===== config.mk =====
export PLATFORM = sky130hd
export DESIGN_NAME = nearest_palette_color_pair
export DESIGN_NICKNAME = d
export VERILOG_FILES = /design/src/npcp_pkg.sv /design/src/npcp_prep.sv /design/src/npcp_cell.sv /design/src/npcp_fix.sv /design/src/nearest_palette_color_pair.sv
export SDC_FILE = /design/constraint.sdc
export NUM_CORES = 2
export LEC_CHECK = 0
export ABC_CLOCK_PERIOD_IN_PS = 75500
export BUFFER_PORTS_ARGS = -buffer_cell sky130_fd_sc_hd__buf_2
export CORE_MARGIN = 1
export CORE_UTILIZATION = 58
export DETAILED_ROUTE_END_ITERATION = 7
export GPL_TIMING_DRIVEN = 0
export PLACE_DENSITY = 0.85
export SYNTH_ARGS = -nofsm -noshare
export SYNTH_HDL_FRONTEND = slang
export SYNTH_SLANG_ARGS = --single-unit

===== constraint.sdc =====
create_clock -name i_clk -period 75.5 [get_ports i_clk]
set_input_delay 15.1 -clock i_clk [delete_from_list [all_inputs] [get_ports i_clk]]
set_output_delay 15.1 -clock i_clk [all_outputs]
set_load 0.05 [all_outputs]

===== src/npcp_pkg.sv =====
// ============================================================================
// npcp_pkg
// Shared types, constants and palette lookups for the nearest palette pair.
// ============================================================================
`timescale 1ns / 1ps

package npcp_pkg;

    // Curses colors per pair half, and the palette of normal and bright forms.
    localparam int COLORS      = 8;
    localparam int COLOR_W     = $clog2(COLORS);
    localparam int PAIR_W      = 2 * COLOR_W;
    localparam int NUM_ENTRIES = 2 * COLORS;
    localparam int ENTRY_W     = $clog2(NUM_ENTRIES);
    localparam int CHAN_W      = 8;
    localparam int SQ_W        = 2 * CHAN_W;
    // Sum of three squares of 8-bit differences fits in 18 bits.
    localparam int DIST_W      = SQ_W + 2;
    localparam int NUM_LEVELS  = 4;

    localparam logic [COLOR_W-1:0] INK_BLACK = COLOR_W'(0);
    localparam logic [COLOR_W-1:0] INK_WHITE = COLOR_W'(COLORS - 1);

    // Component levels that the palette uses.
    typedef enum logic [1:0] {
        LVL_00 = 2'd0,
        LVL_80 = 2'd1,
        LVL_C0 = 2'd2,
        LVL_FF = 2'd3
    } t_level;

    typedef logic [NUM_LEVELS-1:0][SQ_W-1:0] t_sq_set;

    // Word handed from cell to cell.
    typedef struct packed {
        logic                valid;
        logic [PAIR_W-1:0]   pair;
        logic                to_back;
        t_sq_set             sq_r;
        t_sq_set             sq_g;
        t_sq_set             sq_b;
        logic [DIST_W-1:0]   best;
        logic [ENTRY_W-1:0]  win;
    } t_cell_word;

    function automatic logic [CHAN_W-1:0] level_value(input t_level lvl);
        logic [CHAN_W-1:0] v;
        unique case (lvl)
            LVL_00:  v = 8'h00;
            LVL_80:  v = 8'h80;
            LVL_C0:  v = 8'hC0;
            LVL_FF:  v = 8'hFF;
            default: v = 8'h00;
        endcase
        return v;
    endfunction

    function automatic t_level pal_red(input logic [ENTRY_W-1:0] e);
        t_level l;
        unique case (e)
            4'd1:                       l = LVL_C0;
            4'd2, 4'd6, 4'd10, 4'd14:   l = LVL_80;
            4'd3, 4'd7, 4'd11, 4'd15:   l = LVL_FF;
            default:                    l = LVL_00;
        endcase
        return l;
    endfunction

    function automatic t_level pal_green(input logic [ENTRY_W-1:0] e);
        t_level l;
        unique case (e)
            4'd1:                       l = LVL_C0;
            4'd4, 4'd6, 4'd12, 4'd14:   l = LVL_80;
            4'd5, 4'd7, 4'd13, 4'd15:   l = LVL_FF;
            default:                    l = LVL_00;
        endcase
        return l;
    endfunction

    function automatic t_level pal_blue(input logic [ENTRY_W-1:0] e);
        t_level l;
        unique case (e)
            4'd1:                       l = LVL_C0;
            4'd8, 4'd10, 4'd12, 4'd14:  l = LVL_80;
            4'd9, 4'd11, 4'd13, 4'd15:  l = LVL_FF;
            default:                    l = LVL_00;
        endcase
        return l;
    endfunction

endpackage


===== src/npcp_prep.sv =====
// ============================================================================
// npcp_prep
// Squares the distance of each color component to every palette level.
// ============================================================================
`timescale 1ns / 1ps

module npcp_prep (
    input  logic                         i_clk,
    input  logic                         i_rst_n,
    input  logic                         i_en,
    input  logic                         i_valid,
    input  logic [npcp_pkg::PAIR_W-1:0]  i_pair,
    input  logic [npcp_pkg::CHAN_W-1:0]  i_red,
    input  logic [npcp_pkg::CHAN_W-1:0]  i_green,
    input  logic [npcp_pkg::CHAN_W-1:0]  i_blue,
    input  logic                         i_to_back,
    output npcp_pkg::t_cell_word         o_word
);

    npcp_pkg::t_cell_word r_word;
    npcp_pkg::t_cell_word n_word;

    function automatic logic [npcp_pkg::SQ_W-1:0] sq_diff(
        input logic [npcp_pkg::CHAN_W-1:0] a,
        input logic [npcp_pkg::CHAN_W-1:0] b
    );
        logic [npcp_pkg::CHAN_W-1:0] d;
        d = (a > b) ? (a - b) : (b - a);
        return npcp_pkg::SQ_W'(d) * npcp_pkg::SQ_W'(d);
    endfunction

    always_comb begin
        n_word         = '0;
        n_word.valid   = i_valid;
        n_word.pair    = i_pair;
        n_word.to_back = i_to_back;
        for (int l = 0; l < npcp_pkg::NUM_LEVELS; l++) begin
            n_word.sq_r[l] = sq_diff(i_red,
                npcp_pkg::level_value(npcp_pkg::t_level'(l)));
            n_word.sq_g[l] = sq_diff(i_green,
                npcp_pkg::level_value(npcp_pkg::t_level'(l)));
            n_word.sq_b[l] = sq_diff(i_blue,
                npcp_pkg::level_value(npcp_pkg::t_level'(l)));
        end
        // Above any reachable distance, so the first entry always takes it.
        n_word.best = '1;
        n_word.win  = '0;
    end

    always_ff @(posedge i_clk) begin
        if (!i_rst_n) begin
            r_word.valid <= 1'b0;
        end else if (i_en) begin
            r_word <= n_word;
        end
    end

    assign o_word = r_word;

endmodule


===== src/npcp_cell.sv =====
// ============================================================================
// npcp_cell
// One palette entry: adds its three squares and keeps the earlier minimum.
// ============================================================================
`timescale 1ns / 1ps

module npcp_cell (
    input  logic                          i_clk,
    input  logic                          i_rst_n,
    input  logic                          i_en,
    input  logic [npcp_pkg::ENTRY_W-1:0]  i_entry,
    input  npcp_pkg::t_cell_word          i_word,
    output npcp_pkg::t_cell_word          o_word
);

    npcp_pkg::t_cell_word         r_word;
    npcp_pkg::t_cell_word         n_word;
    logic [npcp_pkg::DIST_W-1:0]  entry_dist;

    always_comb begin
        entry_dist = npcp_pkg::DIST_W'(i_word.sq_r[npcp_pkg::pal_red(i_entry)])
                   + npcp_pkg::DIST_W'(i_word.sq_g[npcp_pkg::pal_green(i_entry)])
                   + npcp_pkg::DIST_W'(i_word.sq_b[npcp_pkg::pal_blue(i_entry)]);
        n_word = i_word;
        // Strict compare: on a tie the earlier entry stays.
        if (entry_dist < i_word.best) begin
            n_word.best = entry_dist;
            n_word.win  = i_entry;
        end
    end

    always_ff @(posedge i_clk) begin
        if (!i_rst_n) begin
            r_word.valid <= 1'b0;
        end else if (i_en) begin
            r_word <= n_word;
        end
    end

    assign o_word = r_word;

endmodule


===== src/npcp_fix.sv =====
// ============================================================================
// npcp_fix
// Builds the new pair from the winner and registers the result word.
// ============================================================================
`timescale 1ns / 1ps

module npcp_fix (
    input  logic                  i_clk,
    input  logic                  i_rst_n,
    input  logic                  i_en,
    input  npcp_pkg::t_cell_word  i_word,
    output logic                  o_valid,
    output logic [7:0]            o_data
);

    logic                           r_valid;
    logic [7:0]                     r_data;
    logic [7:0]                     n_data;
    logic [npcp_pkg::COLOR_W-1:0]   back;
    logic [npcp_pkg::COLOR_W-1:0]   fore;
    logic [npcp_pkg::COLOR_W-1:0]   win_color;
    logic                           bold;

    always_comb begin
        win_color = i_word.win[npcp_pkg::ENTRY_W-1:1];
        back      = i_word.pair[npcp_pkg::PAIR_W-1:npcp_pkg::COLOR_W];
        fore      = i_word.pair[npcp_pkg::COLOR_W-1:0];
        bold      = 1'b0;
        if (i_word.to_back) begin
            back = win_color;
        end else begin
            fore = win_color;
            bold = i_word.win[0];
        end
        // Keep the foreground visible when it matches a plain background.
        if (!bold && (back == fore)) begin
            fore = (fore != npcp_pkg::INK_WHITE) ? npcp_pkg::INK_WHITE
                                                 : npcp_pkg::INK_BLACK;
        end
        n_data = {1'b0, bold, back, fore};
    end

    always_ff @(posedge i_clk) begin
        if (!i_rst_n) begin
            r_valid <= 1'b0;
        end else if (i_en) begin
            r_valid <= i_word.valid;
        end
    end

    always_ff @(posedge i_clk) begin
        if (i_en) begin
            r_data <= n_data;
        end
    end

    assign o_valid = r_valid;
    assign o_data  = r_data;

endmodule


===== src/nearest_palette_color_pair.sv =====
// ============================================================================
// nearest_palette_color_pair
// Nearest of 16 palette entries to an RGB color, merged into a color pair.
// ============================================================================
//
// Channel  Dir  Handshake                      Payload
// s_axis   in   s_axis_tvalid / s_axis_tready  tdata: pair, red, green, blue
//                                              tuser: target_background
// m_axis   out  m_axis_tvalid / m_axis_tready  tdata: new_pair, bold_out
//
// One word is accepted per cycle unless the chain is stalled. Each word passes
// through the squaring stage, each of the 16 entry cells of the compare chain,
// and the output register.
// The whole chain advances together; when the output register holds a word
// that is not taken, every stage holds and s_axis_tready drops in that cycle.
// Reset clears the valid bits of all stages; payload registers are not reset.
//
// The squaring stage computes the squared difference of each component to
// the four levels the palette uses (0x00, 0x80, 0xC0, 0xFF). Each cell then
// picks the three squares of its own entry, adds them, and replaces the
// running best when its distance is strictly smaller, so the earliest entry
// wins on a tie. The last stage places the winning color in the foreground
// or the background and applies the same-color rule.
// ============================================================================
`timescale 1ns / 1ps

module nearest_palette_color_pair (
    input  logic        i_clk,
    input  logic        i_rst_n,
    input  logic        s_axis_tvalid,
    output logic        s_axis_tready,
    // [5:0] current_pair, [13:6] red, [21:14] green, [29:22] blue, [31:30] zero
    input  logic [31:0] s_axis_tdata,
    // [0] target_background
    input  logic        s_axis_tuser,
    output logic        m_axis_tvalid,
    input  logic        m_axis_tready,
    // [5:0] new_pair, [6] bold_out, [7] zero
    output logic [7:0]  m_axis_tdata
);

    // Stall when a result sits in the output register and is not taken.
    logic en;

    npcp_pkg::t_cell_word w_chain [npcp_pkg::NUM_ENTRIES+1];

    assign en            = !m_axis_tvalid || m_axis_tready;
    assign s_axis_tready = en;

    npcp_prep u_prep (
        .i_clk     (i_clk),
        .i_rst_n   (i_rst_n),
        .i_en      (en),
        .i_valid   (s_axis_tvalid),
        .i_pair    (s_axis_tdata[5:0]),
        .i_red     (s_axis_tdata[13:6]),
        .i_green   (s_axis_tdata[21:14]),
        .i_blue    (s_axis_tdata[29:22]),
        .i_to_back (s_axis_tuser),
        .o_word    (w_chain[0])
    );

    // One cell per palette entry, in palette order.
    for (genvar g = 0; g < npcp_pkg::NUM_ENTRIES; g++) begin : g_cell
        npcp_cell u_cell (
            .i_clk   (i_clk),
            .i_rst_n (i_rst_n),
            .i_en    (en),
            .i_entry (npcp_pkg::ENTRY_W'(g)),
            .i_word  (w_chain[g]),
            .o_word  (w_chain[g+1])
        );
    end

    npcp_fix u_fix (
        .i_clk   (i_clk),
        .i_rst_n (i_rst_n),
        .i_en    (en),
        .i_word  (w_chain[npcp_pkg::NUM_ENTRIES]),
        .o_valid (m_axis_tvalid),
        .o_data  (m_axis_tdata)
    );

endmodule


==> impl_summary.md <==
Status
The run finished with clean final reports.

Synthesis
The sequential area share after synthesis is 0.5951. The fraction of registers with async set or reset after synthesis is 0. Synthesis instantiated 96 different standard cells from the library.

For this run, the number of Yosys warnings is 0. The most instantiated flip-flop cell in the synthesis netlist is sky130_fd_sc_hd__edfxtp_1. The share of synthesized area in the top cell type comes to 0.5921. The synthesized design contains 2,360 enable-type register cells. The cell count after synthesis is 8,518.

The cell type with the largest total area after synthesis is sky130_fd_sc_hd__edfxtp_1. The synthesized flop and latch total is 2,378. Sorting the synthesized cells by area gives the leading types as sky130_fd_sc_hd__edfxtp_1 59%, sky130_fd_sc_hd__ha_1 12%, sky130_fd_sc_hd__fa_1 5.3%. The netlist area before placement is 119,700 µm². Each instance of the synthesized netlist takes up on average 14.05 µm².

Critical path
The slack of the worst reg-to-reg path is 68,450 ps. The worst setup path startpoint is m_axis_tready. The path type of the worst setup path is in2out.

The depth of the most critical reg-to-reg path is 21. The maximum fanout along the worst path is 17. The worst setup path is captured at a primary output. The launching point of the worst reg2reg path is g_cell[4].u_cell.o_word[137]. For the worst setup path, the data required time is 60,400 ps.

Data arrives at the worst endpoint at 16,770 ps. The worst setup path is launched from an input pin. The worst flop-to-flop path endpoint is g_cell[5].u_cell.o_word[20].

Power
The total power per unit cell area is 37.73 nW/µm². IR analysis of the VDD net gives a maximum drop of 0.04390 mV. Of the total power, the share spent switching nets is 0.3376.

The share of total power dissipated in combinational logic is 0.385. The switching power of the nets is 1.683 mW. The cell-internal power is 3.302 mW. The portion of total power attributed to the clock network is 0.236. The leakage power is 53.90 nW. The share of total power dissipated in sequential elements is 0.379.

Global route
For this run, the total global-route usage over all layers was measured as 0.2356. The global-route congestion overflow total is 0. The first global-routing pass estimated 379.0 mm of wire. The via count of the first global-routing pass is 69,720. Entering global routing, the biggest net connects 80 pins. The initial antenna violation count was 8.

Placed design
Detailed placement ended at an HPWL of 183.0 mm. The routability congestion estimate is 0.9342. The post-placement worst setup slack is 43,670 ps. In this run, placement finished with an instance count of 11,300. Input and output buffers added on the ports amount to 42.

Floorplan
The number of top-level pins is 47. The die area is 208,200 µm². The floorplan has 166 rows. The chip height is 456.3 µm.

In this run the horizontal extent of the chip is 456.3 µm. For this configuration, the core starts out at a cell density of 0.5845. After floorplanning, the core was sized to cover 204,800 µm².

Clock tree
The clock transition time at the flip-flop clock pins of the worst setup and hold paths is 60 ps. The sink count of the clock tree is 2,378. The number of hold buffers added after CTS was 0. The number of buffers inserted during clock tree synthesis is 225.

The clock latency at the later pin of the worst-skew pair is 870 ps. Once the clock tree was built, the setup fixing pass inserted 0 buffers. Post-CTS repair changed the size of 0 cells. CTS built an H-tree with a depth of 4. The clock tree buffer depth is 3. The cell sitting at the root of the clock tree is a sky130_fd_sc_hd__clkbuf_16.

TritonCTS built the clock tree.

Detailed routing
The detailed-routing wirelength on met1 is 90.92 mm. The via density per instance is 5.658. The total wirelength of the detailed-routed design is 244.2 mm.

The remaining antenna violation count after routing is 0. After detailed routing, the met2 layer carries 127.5 mm of wire. The met3 wire length is 8.922 mm. The post-route DRC violation count is 0. In the final routed layout, each cell accounts on average for 20.82 µm. The pre-antenna-repair detailed-routing pass consisted of 6 iterations.

The starting DRC count in detailed routing is 4,587. The highest metal layer carrying signal wires in the routed design is met5. The total vias in the final route is 66,360.

Min path
The hold path startpoint is g_cell[10].u_cell.o_word[170]. The end of the worst hold path is g_cell[11].u_cell.o_word[170]. Counting instances, the worst hold path has a depth of 0. The worst hold path belongs to the class reg2reg.

Final layout
The sequential cell area in the final layout is 71,230 µm². The number of filler instances in the final layout is 13,970. Summing all multi-input logic gate instances after layout gives 44,800 µm². Relative to the synthesized area, the layout overhead comes to 10.40%.

The count of placed standard cells in the final layout, fillers left out is 11,730. The library cell used most frequently in the layout, excluding fill and tap cells, is sky130_fd_sc_hd__edfxtp_1. The library cells used most frequently in the layout, excluding fill and tap cells, are 2,360 x sky130_fd_sc_hd__edfxtp_1, 1,152 x sky130_fd_sc_hd__ha_1, 881 x sky130_fd_sc_hd__inv_1, 602 x sky130_fd_sc_hd__nor2_1, 438 x sky130_fd_sc_hd__xnor2_1. At the end of the flow, the number of nets in the layout was 10,340. Of the cells placed in the final design, the portion with a size suffix greater than 1 is 0.08366.

STA
Setup repair after global routing left no endpoint under its margin. The final-report hold violation count was 0. The final critical-path share of the clock period is 0.4221. Summed over all failing endpoints, the final setup total negative slack is 0 ps.

The post-layout minimum cycle time is 31,870 ps. Clock skew on the completed layout was measured at 52.63 ps. Measured against its own limit, the worst slew margin works out to 0.08622.

The max-slew violation count is 0. The number of endpoints failing setup at the final stage is 0. At the pin with the least slew margin, the transition time is 1356 ps. Static timing analysis puts the maximum clock frequency at 31.38 MHz. Once routing completed, OpenROAD measured the worst setup slack at 43,630 ps.

Job
The tool flagged a number of max-cap violations equal to 0.
-- Yosys cell counts (11+ instances only) --
cell type / instances
sky130_fd_sc_hd__or3_1: 40
sky130_fd_sc_hd__nor2b_1: 105
sky130_fd_sc_hd__a21boi_0: 37
sky130_fd_sc_hd__o31ai_1: 22
sky130_fd_sc_hd__ha_1: 1152
sky130_fd_sc_hd__buf_2: 12
sky130_fd_sc_hd__o41ai_1: 13
sky130_fd_sc_hd__nand3_1: 96
sky130_fd_sc_hd__a21oi_1: 396
sky130_fd_sc_hd__nand2b_1: 73
sky130_fd_sc_hd__dfxtp_1: 18
sky130_fd_sc_hd__fa_1: 319
sky130_fd_sc_hd__o21ai_0: 208
sky130_fd_sc_hd__a2111oi_0: 12
sky130_fd_sc_hd__mux2_2: 232
sky130_fd_sc_hd__or2_2: 41
sky130_fd_sc_hd__mux2i_1: 46
sky130_fd_sc_hd__and2_1: 40
sky130_fd_sc_hd__and3_1: 43
sky130_fd_sc_hd__o21bai_1: 31
sky130_fd_sc_hd__o211ai_1: 21
sky130_fd_sc_hd__a211oi_1: 60
sky130_fd_sc_hd__xnor2_1: 438
sky130_fd_sc_hd__a41oi_1: 12
sky130_fd_sc_hd__inv_1: 881
sky130_fd_sc_hd__nand4_1: 33
sky130_fd_sc_hd__clkbuf_1: 64
sky130_fd_sc_hd__o21a_1: 76
sky130_fd_sc_hd__a211o_1: 15
sky130_fd_sc_hd__a21o_1: 175
sky130_fd_sc_hd__nor3_1: 112
sky130_fd_sc_hd__nand2_1: 286
sky130_fd_sc_hd__a31oi_1: 50
sky130_fd_sc_hd__xor2_1: 188
sky130_fd_sc_hd__a41o_1: 11
sky130_fd_sc_hd__edfxtp_1: 2360
sky130_fd_sc_hd__nor2_1: 602
sky130_fd_sc_hd__buf_1: 16
-- power by group through the flow --
stage	Clock, mW	Sequential, mW	Combinational (mW)
after floorplan	0	2.00	1.40
after global placement	0	2.08	1.81
after detailed placement	0	1.91	1.88
after CTS	1.20	1.89	1.92
after global routing	1.25	1.91	2.11
final	1.18	1.89	1.92
-- through the flow --
step	utilization	cell area [µm²]	total power [mW]	hold slack, ps
5_1_grt	0.6452	132100	5.267	394.2
3_5_place_dp	0.6068	124300	3.797	404.5
4_1_cts	0.6452	132100	5.007	381.4
6_report	0.6453	132100	4.985	377.3
2_1_floorplan	-	119700	3.398	400.3
3_3_place_gp	0.6022	123300	3.892	400.2
-- how the worst max path moves through the flow --
stage / to
2_1_floorplan: g_cell[0].u_cell.o_word[100]
3_3_place_gp: u_prep.o_word[67]
3_5_place_dp: s_axis_tready
4_1_cts: s_axis_tready
5_1_grt: s_axis_tready
6_report: s_axis_tready
-- cells by family (layout without fill, tap and decap cells) --
logic type / Yosys count / in the layout / share of synthesized area
DFF: 2378 / 2378 / 0.5951
adders and majority gates: 1471 / 1471 / 0.1738
AOI/OAI and AO/OA: 1265 / 1265 / 0.06929
xor gates and xnor gates: 628 / 628 / 0.04608
muxes: 278 / 278 / 0.02567
and+or+nand+nor: 1511 / 1511 / 0.05892
buffers and inverters: 986 / 1491 / 0.03114
other: 1 / 17 / 0.00003133
-- sequential cells by signal, summed over array words and instances (netlist names) --
name,cells
g_cell.u_cell.o_word,2194
u_prep.o_word,176
u_fix.o_valid,1
u_fix.o_data,7
-- area by class of cell --
class | count | share of cell area
Antenna cell | 2 | 0.00003787
Buffer | 94 | 0.002869
Clock buffer | 260 | 0.04376
Clock inverter | 168 | 0.01585
Inverter | 892 | 0.02534
Multi-Input combinational cell | 5168 | 0.3390
Sequential cell | 2378 | 0.5390
Tap cell | 2688 | 0.02545
Timing Repair Buffer | 77 | 0.008654
-- per-layer routing --
metal  vias to the layer above  global-route usage
li1                      31510                   -
met1                     32480              0.2610
met3                       608             0.02658
met2                      1756              0.4312
met5                         -                   0
met4                         4              0.1460
-- critical path: stages --
cell and delay (ps):
sky130_fd_sc_hd__buf_2 90, sky130_fd_sc_hd__nor2b_1 90, sky130_fd_sc_hd__clkbuf_1 340, sky130_fd_sc_hd__clkinv_1 350, sky130_fd_sc_hd__clkbuf_1 440, sky130_fd_sc_hd__buf_2 350
Note: power is estimated with default switching activity, not from simulation.
